--- src/hdl/bfs_pkg.sv ---
// Shared constants and codes of the flocking step unit.
`timescale 1ns / 1ps
`default_nettype none
package bfs_pkg;
	localparam int NUM_BOIDS     = 32;
	localparam int IDX_W         = $clog2(NUM_BOIDS);
	localparam int CNT_W         = $clog2(NUM_BOIDS + 1);
	localparam int SCREEN_WIDTH  = 1920;
	localparam int SCREEN_HEIGHT = 1080;
	localparam int BOID_WIDTH    = 8;
	localparam int BOID_HEIGHT   = 8;

	localparam int POS_W = 24;
	localparam int VEL_W = 16;

	// iterative divider: signed numerator, unsigned divisor
	localparam int DIV_NW = 40;
	localparam int DIV_DW = 24;
	// iterative square root: root width, radicand is twice as wide
	localparam int SQ_RW  = 24;
	localparam int SQ_IW  = 2 * SQ_RW;

	localparam logic [1:0] MODE_LOAD   = 2'd0;
	localparam logic [1:0] MODE_UPDATE = 2'd1;
	localparam logic [1:0] MODE_CLEAR  = 2'd2;

	localparam logic [2:0] REG_VISUAL_RANGE   = 3'd0;
	localparam logic [2:0] REG_MIN_DISTANCE   = 3'd1;
	localparam logic [2:0] REG_CENTERING_GAIN = 3'd2;
	localparam logic [2:0] REG_AVOID_GAIN     = 3'd3;
	localparam logic [2:0] REG_MATCHING_GAIN  = 3'd4;
	localparam logic [2:0] REG_MAX_SPEED      = 3'd5;
	localparam logic [2:0] REG_TURN_STEP      = 3'd6;
	localparam logic [2:0] REG_EDGE_MARGIN    = 3'd7;
endpackage
`default_nettype wire

--- src/hdl/bfs_div.sv ---
// Restoring divider, one quotient bit per cycle, quotient truncated toward zero.
`timescale 1ns / 1ps
`default_nettype none
module bfs_div import bfs_pkg::*; (
	input  logic                     clk,
	input  logic                     arst_n,
	input  logic                     start,
	input  logic signed [DIV_NW-1:0] num,
	input  logic        [DIV_DW-1:0] den,
	output logic                     done,
	output logic signed [DIV_NW-1:0] quo
);
	localparam int CW = $clog2(DIV_NW + 1);

	logic          busy_q;
	logic          done_q;
	logic [CW-1:0] cnt_q;
	logic          neg_q;
	logic [DIV_NW-1:0] n_q;
	logic [DIV_DW-1:0] rem_q;
	logic [DIV_DW-1:0] den_q;
	logic [DIV_DW:0]   trial;
	logic [DIV_DW:0]   diff;
	logic              ge;

	always_comb begin
		trial = {rem_q, n_q[DIV_NW-1]};
		ge    = trial >= {1'b0, den_q};
		diff  = trial - {1'b0, den_q};
	end

	always_ff @(posedge clk or negedge arst_n) begin
		if (!arst_n) begin
			busy_q <= 1'b0;
			done_q <= 1'b0;
			cnt_q  <= '0;
		end else begin
			done_q <= 1'b0;
			if (start) begin
				busy_q <= 1'b1;
				cnt_q  <= CW'(DIV_NW);
			end else if (busy_q) begin
				cnt_q <= cnt_q - 1'b1;
				if (cnt_q == CW'(1)) begin
					busy_q <= 1'b0;
					done_q <= 1'b1;
				end
			end
		end
	end

	always_ff @(posedge clk) begin
		if (start) begin
			neg_q <= num[DIV_NW-1];
			n_q   <= num[DIV_NW-1] ? DIV_NW'(-num) : DIV_NW'(num);
			rem_q <= '0;
			den_q <= den;
		end else if (busy_q) begin
			rem_q <= ge ? diff[DIV_DW-1:0] : trial[DIV_DW-1:0];
			n_q   <= {n_q[DIV_NW-2:0], ge};
		end
	end

	assign done = done_q;
	assign quo  = neg_q ? -$signed(n_q) : $signed(n_q);
endmodule
`default_nettype wire

--- config.mk ---
export PLATFORM = sky130hd
export DESIGN_NAME = bfs_div
export DESIGN_NICKNAME = d
export VERILOG_FILES = /design/src/hdl/bfs_pkg.sv /design/src/hdl/bfs_div.sv
export SDC_FILE = /design/constraint.sdc
export NUM_CORES = 1
export LEC_CHECK = 0
export ABC_AREA = 0
export ABC_CLOCK_PERIOD_IN_PS = 6040
export BUFFER_PORTS_ARGS = -buffer_cell sky130_fd_sc_hd__buf_2
export CORE_MARGIN = 5
export CORE_UTILIZATION = 60
export DETAILED_ROUTE_END_ITERATION = 10
export PLACE_DENSITY = 0.89
export SYNTH_ARGS = -nofsm -noshare
export SYNTH_HDL_FRONTEND = slang
export SYNTH_SLANG_ARGS = --single-unit
--- constraint.sdc ---
create_clock -name clk -period 6.04 [get_ports clk]
set_input_delay 0.302 -clock clk [delete_from_list [all_inputs] [get_ports clk]]
set_output_delay 0.302 -clock clk [all_outputs]
set_load 0.1 [all_outputs]
=== Word level (Yosys, flattened, before mapping) ===
Index checks and enable logic that the tools add are counted.

* Register bits after elaboration: 97
* Input bits: 67
* Output and inout bits: 41
* Word-level logic and storage cells: 27

* $add $sub $neg: 4
* Magnitude comparators: 1
* Eq/ne operators: 1
* Multiplexer cells: 13
* Reductions and logical operators: 1

{| class="wikitable"
|+ Operators with widths
! cell !! number
|-
| $mux 40 || 4
|-
| $neg 40->40 || 2
|-
| $ge 25x24->1 || 1
|-
| $mux 24 || 1
|-
| $sub 24x24->24 || 1
|-
| $mux 6 || 2
|-
| $eq 6x1->1 const B || 1
|-
| $mux 1 || 6
|-
| $sub 6x1->6 const B || 1
|-
| $reduce_bool 2->1 || 1
|}

=== Longest topological paths before layout ===
* Word-level depth: 4
* Gate-level depth with buffers: 13
* Depth with buffers taken out: 11

=== Worst setup path after synthesis ===
No wires, ideal clock.

* Path kind: reg-to-output
* Start: register n_q[21]
* End: output quo[39]
* Arrival time: 3.062 ns
* Setup slack: 2.676 ns
* Stages on the path, launching flop included: 8
* Path through: edfxtp_1 -> or4_4 -> nor4_4 -> nand2b_1 -> or3_1 -> or3_4 -> o41ai_4 -> xnor2_1

* Cells in the longest elaborated chain, start to end: 2

{| class="wikitable"
|+ Ends and longest elaborated chain
! what !! line !! RTL
|-
| start: declaration || bfs_div.sv:19 || <nowiki>logic [DIV_NW-1:0] n_q;</nowiki>
|-
| start signal: assignment || bfs_div.sv:55 || <nowiki>n_q <= num[DIV_NW-1] ? DIV_NW'(-num) : DIV_NW'(num);</nowiki>
|-
| start signal: assignment || bfs_div.sv:60 || <nowiki>n_q <= {n_q[DIV_NW-2:0], ge};</nowiki>
|-
| $neg 40->40 || bfs_div.sv:65 || <nowiki>assign quo = neg_q ? -$signed(n_q) : $signed(n_q);</nowiki>
|-
| $mux 40 || bfs_div.sv:65 ||
|-
| end: declaration || bfs_div.sv:11 || <nowiki>output logic signed [DIV_NW-1:0] quo</nowiki>
|}

Every way passes these cells.

=== Final worst setup path ===
* Start: register n_q[5]
* End: output quo[39]

Same word-level chain as after synthesis.

==> summary.txt <==
Run status
  – Status: finished, final reports clean

Route
  – DRC Markers: 0
  – Drt pass-1 iters: 5
  – DR iter-0 viols: 541
  – Routed wire length: 15590 microns
  – Vias/cell: 5.902
  – Post-route ant nets: 0
  – Post-DR wirelength/cell: 15.89 microns
  – DR vias: 5790

Global routing
  – First-pass GRT wire length: 24640 microns
  – Total track usage: 0.2276
  – Largest net degree at the start of global routing: 91
  – Initial antenna violation count: 0
  – Overflow after GRT: 0
  – Vias in the first global route: 5332

Power
  – Clock share of power: 0.267
  – Power Density: 282.2 nW/um^2
  – Final Power: 0.002189 W
  – Internal power: 0.001290 W
  – Comb pwr share: 0.348
  – Sw Pwr: 0.0008992 W
  – Reg power frac: 0.385
  – Leak Pwr: 3.167 nW
  – Net Sw Frac: 0.4108
  – Peak VDD IR: 0.0003007 V

CTS
  – CTS tree: yes
  – Clock-pin slew on the worst setup and hold paths: 70 ps
  – Clk buf depth: 2
  – Clock root cell: clkbuf_16
  – H-tree depth: 3
  – Count of clock tree sinks: 97
  – CTS-repair resized insts: 0
  – CTS Buf Count: 9
  – Worst-Skew Late Latency: 350 ps

Floorplanning
  – Site Rows: 39
  – Die Wd: 116.8 microns
  – Initial Utilization: 0.6044
  – Die height: 116.8 microns
  – Core box area: 11320 sq um
  – # IOs: 108
  – Die footprint: 13640 sq um

Yosys
  – Cells after Synth: 748
  – Synth Flop Type: edfxtp_1
  – YS warnings: 0
  – Sequential-to-total area share from yosys stat: 0.3847
  – Synthesized area per cell: 9.148 sq um
  – Number of distinct library cells after synthesis: 60
  – Syn nets: 844
  – Yosys reg bits: 97
  – Post-synth ARST share: 0.08247
  – Mapped cell area: 6843 sq um
  – Post-synth EDFFs: 65

Placement
  – DPL Wire Length: 11520 microns
  – Placed cell area: 7433 sq um
  – # port buffers: 107
  – GP Congestion: 0.9133

Timing
  – Slew margin rel.: 0.2144
  – Final setup fails: 0
  – RSZ-0062 raised after global routing: no
  – Total negative slack: 0 ps
  – Fin. Hold Viols: 0
  – Max Clk Rate: 0.2697 GHz
  – Clock skew: 6.887 ps
  – Crit share post-route: 0.6138
  – Pins over their slew limit: 0
  – Tmin final: 3707 ps
  – Worst slew pin tran: 1178 ps

Critical path
  – Critical Path Start: n_q[5]
  – RR Startpoint: den_q[22]
  – Critical path startpoint category: flop
  – Worst r2r dst: rem_q[9]
  – Worst EP required: 5740 ps
  – CP Max Fanout: 6
  – Critical Path End: quo[39]
  – CP arrival: 3410 ps
  – Worst R2R Path Depth: 11
  – Critical path class: reg2out
  – R2R Setup Slk: 3060 ps
  – Crit. End Element: output pin

Finish
  – Nets: 929
  – Commonest non-fill, non-tap cell in the layout: buf_2
  – Antenna Diode Count: 0
  – Flip-flop and latch area: 2633 sq um
  – FILL cells: 863
  – Share of post-route cells with drive strength above 1: 0.1778
  – Finished Cell Area: 7755 sq um
  – Area occupied by multi-input gates: 3911 sq um
  – Syn-to-layout area delta: 13.33%
  – Most frequent cells in the layout: buf_2 (106), nor2_1 (84), edfxtp_1 (65)

Min path
  – Worst hold-check path type: in2reg
  – Hold path start: den[10]

Flow run
  – Max Cap Violations: 0
## logic make-up after synthesis
family | count (synthesis) | share of synthesized area
adder cells (fa/ha/maj) | 29 | 0.05412
AO/OA/AOI/OAI | 204 | 0.1949
flip-flops | 97 | 0.3847
XOR/XNOR | 100 | 0.1280
buffers and inverters | 76 | 0.04370
AND/OR/NAND/NOR | 225 | 0.1693
multiplexers | 17 | 0.02523
## area by class of cell
cell class,count,share of cell area
Sequential cell,97,0.3395
Inverter,38,0.01839
Tap cell,143,0.02307
Multi-Input combinational cell,575,0.5044
Clock inverter,3,0.002420
Timing Repair Buffer,112,0.07454
Clock buffer,13,0.03775
## repair_timing
| action | 4_1_cts | 5_1_grt |
|---|---|---|
| setup endpoints to repair | 0 | 0 |
| hold buffers | 1 | 0 |
| buffers inserted | 0 | 0 |
| endpoints found under the hold margin | 8 | 0 |
## per-layer routing
metal  routed length [microns]  global-route usage
met5                         0                   0
met1                      6608              0.2963
met2                      7586              0.3845
met3                      1084             0.03239
met4                       310             0.09021
## how the worst min path moves through the flow
stage,to,cells past startpoint
after floorplan,busy_q,0
after global placement,done,1
after detailed placement,done,1
after CTS,den_q[23],1
after global routing,den_q[23],1
final,den_q[10],1
## critical path, stage by stage, from the launching register on
cell and delay, ps:
edfxtp_1 440, or3_1 420, or3_1 400, nor2_1 270, nand3_1 250, or3_4 450
o41ai_4 230, xnor2_1 150, buf_2 440
## synthesized netlist by cell type, types with 2 or more instances
| cell type | n | area [sq um] |
|---|---|---|
| or3_4 | 2 | 22.52 |
| nand2_1 | 54 | 202.7 |
| a21o_1 | 12 | 90.09 |
| a31oi_1 | 3 | 18.77 |
| ha_1 | 28 | 350.3 |
| dfrtp_1 | 8 | 200.2 |
| xnor2_1 | 51 | 446.7 |
| nor2_1 | 84 | 315.3 |
| mux2_2 | 2 | 22.52 |
| inv_1 | 38 | 142.6 |
| a31o_2 | 2 | 17.52 |
| buf_1 | 3 | 11.26 |
| and4_1 | 2 | 17.52 |
| clkbuf_1 | 28 | 105.1 |
| nor4_4 | 3 | 63.81 |
| or2_2 | 2 | 12.51 |
| and3_1 | 2 | 12.51 |
| nand3b_1 | 2 | 15.01 |
| xor2_1 | 49 | 429.2 |
| nor4_1 | 5 | 31.28 |
| dfxtp_1 | 24 | 480.5 |
| nand2b_1 | 11 | 68.82 |
| and2_1 | 3 | 18.77 |
| o211ai_1 | 4 | 30.03 |
| o21a_1 | 3 | 22.52 |
| o41ai_1 | 12 | 105.1 |
| o21bai_1 | 2 | 15.01 |
| or3_1 | 7 | 43.79 |
| or4_1 | 6 | 45.04 |
| edfxtp_1 | 65 | 1952 |
| o221ai_1 | 5 | 43.79 |
| or4_4 | 4 | 45.04 |
| nand3_1 | 10 | 50.05 |
| o31ai_1 | 23 | 172.7 |
| a21oi_1 | 64 | 320.3 |
| nor2b_1 | 7 | 43.79 |
| mux2i_1 | 15 | 150.1 |
| buf_4 | 2 | 15.01 |
| buf_2 | 5 | 25.02 |
| a211oi_1 | 22 | 165.2 |
| o21ai_0 | 41 | 205.2 |
| nor3_1 | 8 | 40.04 |
| nand4_1 | 8 | 50.05 |
## per-stage QoR
stage	hold WS, ps	instances	util	setup slack, ps
final	125.8	981	0.6850	2333
after floorplan	6.409	748	-	2676
after global routing	112.1	981	0.6850	2164
after global placement	152.7	964	0.6566	2891
after detailed placement	150.2	964	0.6566	2744
after CTS	113.8	981	0.6850	2344
## power groups by stage
| stage | clock (W) | combinational, W | sequential [W] |
|---|---|---|---|
| after global routing | 0.000628 | 0.000803 | 0.000849 |
| after global placement | 0 | 0.000751 | 0.000850 |
| final | 0.000585 | 0.000762 | 0.000842 |
| after detailed placement | 0 | 0.000760 | 0.000854 |
| after CTS | 0.000599 | 0.000763 | 0.000841 |
| after floorplan | 0 | 0.000635 | 0.000834 |
## state kept, by name, indices dropped and copies added, names as in the netlist
signal / count
n_q: 40
den_q: 24
rem_q: 24
cnt_q: 6
busy_q: 1
done: 1
neg_q: 1
No activity file was read; power rests on OpenSTA's default activity.
