--- src/hdl/bfs_pkg.sv ---
// Shared constants and codes of the flocking step unit.
`timescale 1ns / 1ps
`default_nettype none
package bfs_pkg;
	localparam int NUM_BOIDS     = 32;
	localparam int IDX_W         = $clog2(NUM_BOIDS);
	localparam int CNT_W         = $clog2(NUM_BOIDS + 1);
	localparam int SCREEN_WIDTH  = 1920;
	localparam int SCREEN_HEIGHT = 1080;
	localparam int BOID_WIDTH    = 8;
	localparam int BOID_HEIGHT   = 8;

	localparam int POS_W = 24;
	localparam int VEL_W = 16;

	// iterative divider: signed numerator, unsigned divisor
	localparam int DIV_NW = 40;
	localparam int DIV_DW = 24;
	// iterative square root: root width, radicand is twice as wide
	localparam int SQ_RW  = 24;
	localparam int SQ_IW  = 2 * SQ_RW;

	localparam logic [1:0] MODE_LOAD   = 2'd0;
	localparam logic [1:0] MODE_UPDATE = 2'd1;
	localparam logic [1:0] MODE_CLEAR  = 2'd2;

	localparam logic [2:0] REG_VISUAL_RANGE   = 3'd0;
	localparam logic [2:0] REG_MIN_DISTANCE   = 3'd1;
	localparam logic [2:0] REG_CENTERING_GAIN = 3'd2;
	localparam logic [2:0] REG_AVOID_GAIN     = 3'd3;
	localparam logic [2:0] REG_MATCHING_GAIN  = 3'd4;
	localparam logic [2:0] REG_MAX_SPEED      = 3'd5;
	localparam logic [2:0] REG_TURN_STEP      = 3'd6;
	localparam logic [2:0] REG_EDGE_MARGIN    = 3'd7;
endpackage
`default_nettype wire

--- src/hdl/bfs_isqrt.sv ---
// Integer square root, one root bit per cycle, result floored.
`timescale 1ns / 1ps
`default_nettype none
module bfs_isqrt import bfs_pkg::*; (
	input  logic             clk,
	input  logic             arst_n,
	input  logic             start,
	input  logic [SQ_IW-1:0] rad,
	output logic             done,
	output logic [SQ_RW-1:0] root
);
	localparam int CW = $clog2(SQ_RW + 1);

	logic            busy_q;
	logic            done_q;
	logic [CW-1:0]   cnt_q;
	logic [SQ_IW-1:0] rad_q;
	logic [SQ_RW+1:0] rem_q;
	logic [SQ_RW-1:0] root_q;
	logic [SQ_RW+2:0] trial_rem;
	logic [SQ_RW+2:0] trial;
	logic [SQ_RW+2:0] diff;
	logic             ge;

	always_comb begin
		trial_rem = {rem_q[SQ_RW:0], rad_q[SQ_IW-1:SQ_IW-2]};
		trial     = {1'b0, root_q, 2'b01};
		ge        = trial_rem >= trial;
		diff      = trial_rem - trial;
	end

	always_ff @(posedge clk or negedge arst_n) begin
		if (!arst_n) begin
			busy_q <= 1'b0;
			done_q <= 1'b0;
			cnt_q  <= '0;
		end else begin
			done_q <= 1'b0;
			if (start) begin
				busy_q <= 1'b1;
				cnt_q  <= CW'(SQ_RW);
			end else if (busy_q) begin
				cnt_q <= cnt_q - 1'b1;
				if (cnt_q == CW'(1)) begin
					busy_q <= 1'b0;
					done_q <= 1'b1;
				end
			end
		end
	end

	always_ff @(posedge clk) begin
		if (start) begin
			rad_q  <= rad;
			rem_q  <= '0;
			root_q <= '0;
		end else if (busy_q) begin
			rad_q  <= {rad_q[SQ_IW-3:0], 2'b00};
			rem_q  <= ge ? diff[SQ_RW+1:0] : trial_rem[SQ_RW+1:0];
			root_q <= {root_q[SQ_RW-2:0], ge};
		end
	end

	assign done = done_q;
	assign root = root_q;
endmodule
`default_nettype wire

--- config.mk ---
export PLATFORM = sky130hd
export DESIGN_NAME = bfs_isqrt
export DESIGN_NICKNAME = d
export VERILOG_FILES = /design/src/hdl/bfs_pkg.sv /design/src/hdl/bfs_isqrt.sv
export SDC_FILE = /design/constraint.sdc
export NUM_CORES = 1
export LEC_CHECK = 0
export BUFFER_PORTS_ARGS = -buffer_cell sky130_fd_sc_hd__buf_4
export CORE_MARGIN = 5
export CORE_UTILIZATION = 52
export CTS_BUF_LIST = sky130_fd_sc_hd__clkbuf_16
export DETAILED_ROUTE_END_ITERATION = 6
export PLACE_DENSITY = 0.78
export RECOVER_POWER = 50
export SETUP_SLACK_MARGIN = 0.4
export SLEW_MARGIN = 5
export SYNTH_ARGS = -nofsm -noshare
export SYNTH_HDL_FRONTEND = slang
export SYNTH_SLANG_ARGS = --single-unit
--- constraint.sdc ---
create_clock -name clk -period 2.8 [get_ports clk]
set_clock_uncertainty 0.2 [all_clocks]
set_input_delay 0.42 -clock clk [delete_from_list [all_inputs] [get_ports clk]]
set_output_delay 0.42 -clock clk [all_outputs]
set_load 0.02 [all_outputs]
# == After elaboration in Yosys (flattened, before gate mapping) ==
# Cells that the tools add are included.
# word_totals
ff_bits,104
input_bits,51
out_inout_bits,25
word_cells,22
# classes
n_addsub,2
n_lt_le_gt_ge,1
n_eq_ne,1
muxes,11
n_reduce_logical,1
# ops
op,count
$mux 48,2
$ge 27x26->1,1
$mux 25,1
$sub 25x25->25,1
$mux 5,2
$mux 1,6
$eq 5x1->1 const B,1
$sub 5x1->5 const B,1
$reduce_bool 2->1,1

# == Longest topological paths before layout ==
# logic_depth
word_depth,4
mapped_depth,12
ltp_nobuf,10

# == Worst setup path before layout ==
# Ideal clock, no wire load.
# synth_path
path_kind,register -> register
start,reg root_q[7] (netlist: root[7])
end,reg rem_q[1]
setup_time_ns,0.079
arrival_ns,2.630
path_slack_ns,-0.110
stages_incl_launch_ff,12
period_less_slack_ns,2.910
cell_sequence,dfxtp_1 inv_1 ha_1 a21oi_2 nand2_1 a2111o_1 o211ai_2 a21oi_1 o31a_1 buf_6 mux2_4 a211oi_2
# synth_via
elab_chain_cells,2
# synth_lines
item,line,source
"start, declared",bfs_isqrt.sv:19,logic [SQ_RW-1:0] root_q;
"start signal, assigned",bfs_isqrt.sv:60,"root_q <= {root_q[SQ_RW-2:0], ge};"
$ge 27x26->1,bfs_isqrt.sv:28,ge = trial_rem >= trial;
$mux 25,bfs_isqrt.sv:59,rem_q <= ge ? diff[SQ_RW+1:0] : trial_rem[SQ_RW+1:0];
"end signal, assigned",bfs_isqrt.sv:59,
"end, declared",bfs_isqrt.sv:18,logic [SQ_RW+1:0] rem_q;
# No other way between the ends.
# A chain may end at the register's enable or synchronous reset.

# == Worst setup path in the final report ==
# layout_path
start,reg root_q[7] (netlist: root[7])
end,reg rem_q[18]
# layout_via
elab_chain_cells,2
word_cells_on_any_way,3
classes_between,add/sub: 1; order compare: 1; mux: 1
# layout_lines
item,line
$sub 25x25->25 or $ge 27x26->1 (tied branches),"bfs_isqrt.sv:29, bfs_isqrt.sv:28"
$mux 25 (*),bfs_isqrt.sv:59
# Mark *: on every way between the ends. The rest lies on a longest branch, timed or not.

==> run summary <==
OUTCOME
------------------------------------------------------------------------------
Status                                                            finished, final reports clean

SYNTHESIS
------------------------------------------------------------------------------
Number of instances in the synthesized netlist                             521
Distinct cells, synth                                                       55
Sequential area share after synthesis                                    0.465
Post-synthesis sequential element count                                    104
FFs w/ async S/R, synth                                                 0.0673
Per-instance average area after synthesis                             10.7 µm²
Post-synth EDFFs                                                            48
Post-synthesis net count                                                   600
Post-synthesis instance area                                          5580 µm²
Number of warnings reported in the yosys synthesis log                       0
Most common flop cell mapped by yosys                             sky130_fd_sc_hd__dfxtp_1

SETUP PATH
------------------------------------------------------------------------------
Most common cell on crit path                                     sky130_fd_sc_hd__buf_12
Data arrival time of the critical path                                 2.79 ns
Critical-path top delay cell                                      sky130_fd_sc_hd__a2111o_1
Cell-by-cell trace of the critical path                           inv_2 > ha_4 > a21oi_2 > nand2_2 > a2111o_1 > o211ai_2 > a21oi_1 > o31a_1 > buf_12 > buf_12 > or3_1 > o211ai_1
Data required time of the worst path                                   2.87 ns
Critical path class                                                 reg -> reg
Peak per-stage delay on the critical path                              0.39 ns
Kind of start point of the critical path                              register
Top fanout value on the critical path                                        7
Endpoint type of the worst setup path                                 register

DRT
------------------------------------------------------------------------------
Vias per cell                                                             5.53
Met1 layer wirelength in the final routing                             5290 µm
Post-detailed-routing wire length                                     12400 µm
Total DRC errors in the routed layout                                        0
DR vias                                                                   4287
Final antenna-violating net count                                            0
Post-detailed-route wirelength per cell                                15.9 µm
DRC violation total after the first TritonRoute iteration                  240
Pre-antenna DRT Iters                                                        4
Routed wire length on met2                                             6220 µm
Max layer used                                                            met4
Total length of routed met3 wires                                       649 µm

STA
------------------------------------------------------------------------------
F_max                                                                  368 MHz
Least-Margin Pin Slew                                                 0.694 ns
Final setup fails                                                            0
Relative slew margins                                                    0.537
Unrepaired setup endpoints after global routing                            yes
Final worst path period share                                            0.971
Number of pins with negative max-slew slack in the final report              0
Final-report hold violation count                                            0
Period minus WS final                                                  2.72 ns

PLACE
------------------------------------------------------------------------------
Placed cells                                                               730
Buffers on Ports                                                            75
HPWL Detailed                                                          8510 µm
RePlAce Congestion                                                       0.904

JOB
------------------------------------------------------------------------------
Max_cap viols                                                                0

CELLS AND AREA
------------------------------------------------------------------------------
Layout overhead on the synthesized area                                  30.9%
Final instance count without filler cells                                  775
Final Util                                                               0.702
Sequential cell area                                                  2640 µm²
Post-layout net count                                                      713
Commonest cells after routing, fill and taps aside                101 x sky130_fd_sc_hd__buf_4, 64 x sky130_fd_sc_hd__nor2_1, 48 x sky130_fd_sc_hd__edfxtp_1, 46 x sky130_fd_sc_hd__mux2_2, 34 x sky130_fd_sc_hd__mux2i_1
Leading cell type in the layout, fill and taps excluded           sky130_fd_sc_hd__buf_4
Fill cell total of the finished layout                                     755
Number of diodes                                                             0
Proportion of layout cells with a drive suffix above 1                   0.401
Multi-input logic area                                                3110 µm²

DIE
------------------------------------------------------------------------------
Cell row count                                                              37
Starting Density                                                         0.536
Top-level I/O count                                                         76
Die width                                                               114 µm
Core area                                                            10400 µm²
Die span in y                                                           114 µm
Area of the die                                                      12900 µm²

GLOBAL ROUTE
------------------------------------------------------------------------------
Residual overflow from global routing                                        0
Wire length of the first global-routing pass                          20100 µm
Maximum number of pins on one net before global-route repair                49
Antenna violations before repair                                             0
Number of global-route vias before repair                                 4377
Tot GR Track Use                                                         0.189

CLOCK NETWORK
------------------------------------------------------------------------------
TritonCTS clock tree                                                     built
Root Buffer                                                       sky130_fd_sc_hd__clkbuf_16
Total clock buffers created by CTS                                           9
Clock transition at the registers of the reported paths                0.08 ns
Worst skew pair latency                                                0.35 ns
CTS H-tree lvls                                                              3
Largest buffer count on any clock path                                       2
Sinks on the clock net                                                     104

POWER
------------------------------------------------------------------------------
Leakage dissipation                                                    3.10 nW
Overall Power                                                          7.56 mW
Maximum vdd drop                                                      0.642 mV
Power density relative to cell area                                1030 nW/µm²

HOLD PATH
------------------------------------------------------------------------------
Kind of path behind the tightest hold check                          in -> reg

-- cells by family (layout without fill, tap and decap cells) --
family,after synthesis,after routing,synth area share
AO/OA/AOI/OAI,90,90,0.115
XOR/XNOR,28,28,0.0439
flip-flops,104,104,0.465
buffers and inverters,56,174,0.0417
adder cells (fa/ha/maj),28,28,0.0627
AND/OR/NAND/NOR,127,127,0.102
multiplexers,88,88,0.169
-- where the power goes --
group,total (mW),internal (mW),switching [mW]
Combinational,4.25,2.29,1.95
Clock,1.29,0.643,0.648
Sequential,2.02,1.84,0.179
-- final timing paths --
check                           startpoint        end  slack [ns]  cells past startpoint
worst max-delay path               root[7]  rem_q[18]        0.08                     12
worst min-delay path                rad[1]   rad_q[1]        0.15                      2
worst max register to register     root[7]  rem_q[18]        0.08                     12
worst min register to register   rem_q[13]  rem_q[13]        0.30                      2
max in group asynchronous           arst_n   cnt_q[4]        1.82                      2
min in group asynchronous           arst_n   cnt_q[3]        0.30                      2
-- routing by layer --
metal	vias up	track usage
met1	2051	0.234
met2	102	0.323
met3	21	0.0393
met5	-	0
li1	2113	-
met4	0	0.0737
-- per-stage QoR --
stage	TNS (ns)	area, µm²	hold slack [ns]	worst slack (ns)
global route	-0.211	7310	0.150	-0.0432
finish	0	7310	0.146	0.0819
global placement	0	6580	0.0348	0.0197
detailed placement	0	6580	0.0354	0.0312
floorplan	0	5780	-0.0756	0.206
CTS	0	7150	0.144	0.0858
-- synthesized netlist by cell type (all sizes together) (3+ instances only) --
| master | count | share of area |
|---|---|---|
| mux2i | 41 | 0.073 |
| o21ai | 14 | 0.013 |
| or3 | 3 | 0.0034 |
| nand3 | 6 | 0.0054 |
| mux2 | 47 | 0.095 |
| edfxtp | 48 | 0.26 |
| dfxtp | 49 | 0.18 |
| clkbuf | 16 | 0.011 |
| xor2 | 14 | 0.022 |
| and2 | 5 | 0.0056 |
| inv | 34 | 0.023 |
| nand2b | 3 | 0.0034 |
| nor2 | 64 | 0.043 |
| or2 | 3 | 0.0034 |
| buf | 6 | 0.0081 |
| o211ai | 6 | 0.0090 |
| a21oi | 15 | 0.014 |
| o31a | 5 | 0.0078 |
| nor3 | 6 | 0.0054 |
| dfrtp | 7 | 0.031 |
| xnor2 | 14 | 0.022 |
| ha | 28 | 0.063 |
| a211oi | 18 | 0.025 |
| a21o | 8 | 0.011 |
| nand2 | 25 | 0.017 |
| a31oi | 4 | 0.0045 |
-- critical path, delay by kind of cell (launching register included) --
family          cells  cell delay, ns
compound gates      6            1.16
simple gates        2            0.39
flops               1            0.35
buf+inv             3            0.33
fa+ha+maj           1            0.23
-- layout make-up --
class / count / share of cell area
multi-input cells: 361 / 0.426
clock inverters: 7 / 0.0111
clock buffers: 9 / 0.0308
inverters: 34 / 0.0175
repair buffers: 124 / 0.131
flip-flops and latches: 104 / 0.361
well taps: 136 / 0.0233
-- timing repair --
action                                 CTS  global route
resized for setup                       28            36
pin swaps                               13            12
endpoints found under the hold margin    7             0
hold buffers                             1             0
buffers inserted                        19             8
gates cloned                             1             0
setup endpoints to repair               26            26
-- registers in the layout, indices dropped and copies added (netlist names) --
name and flops:
root 24, done 1, cnt_q 5, rad_q 48, busy_q 1, rem_q 25
Note: power is estimated with default switching activity, not from simulation.
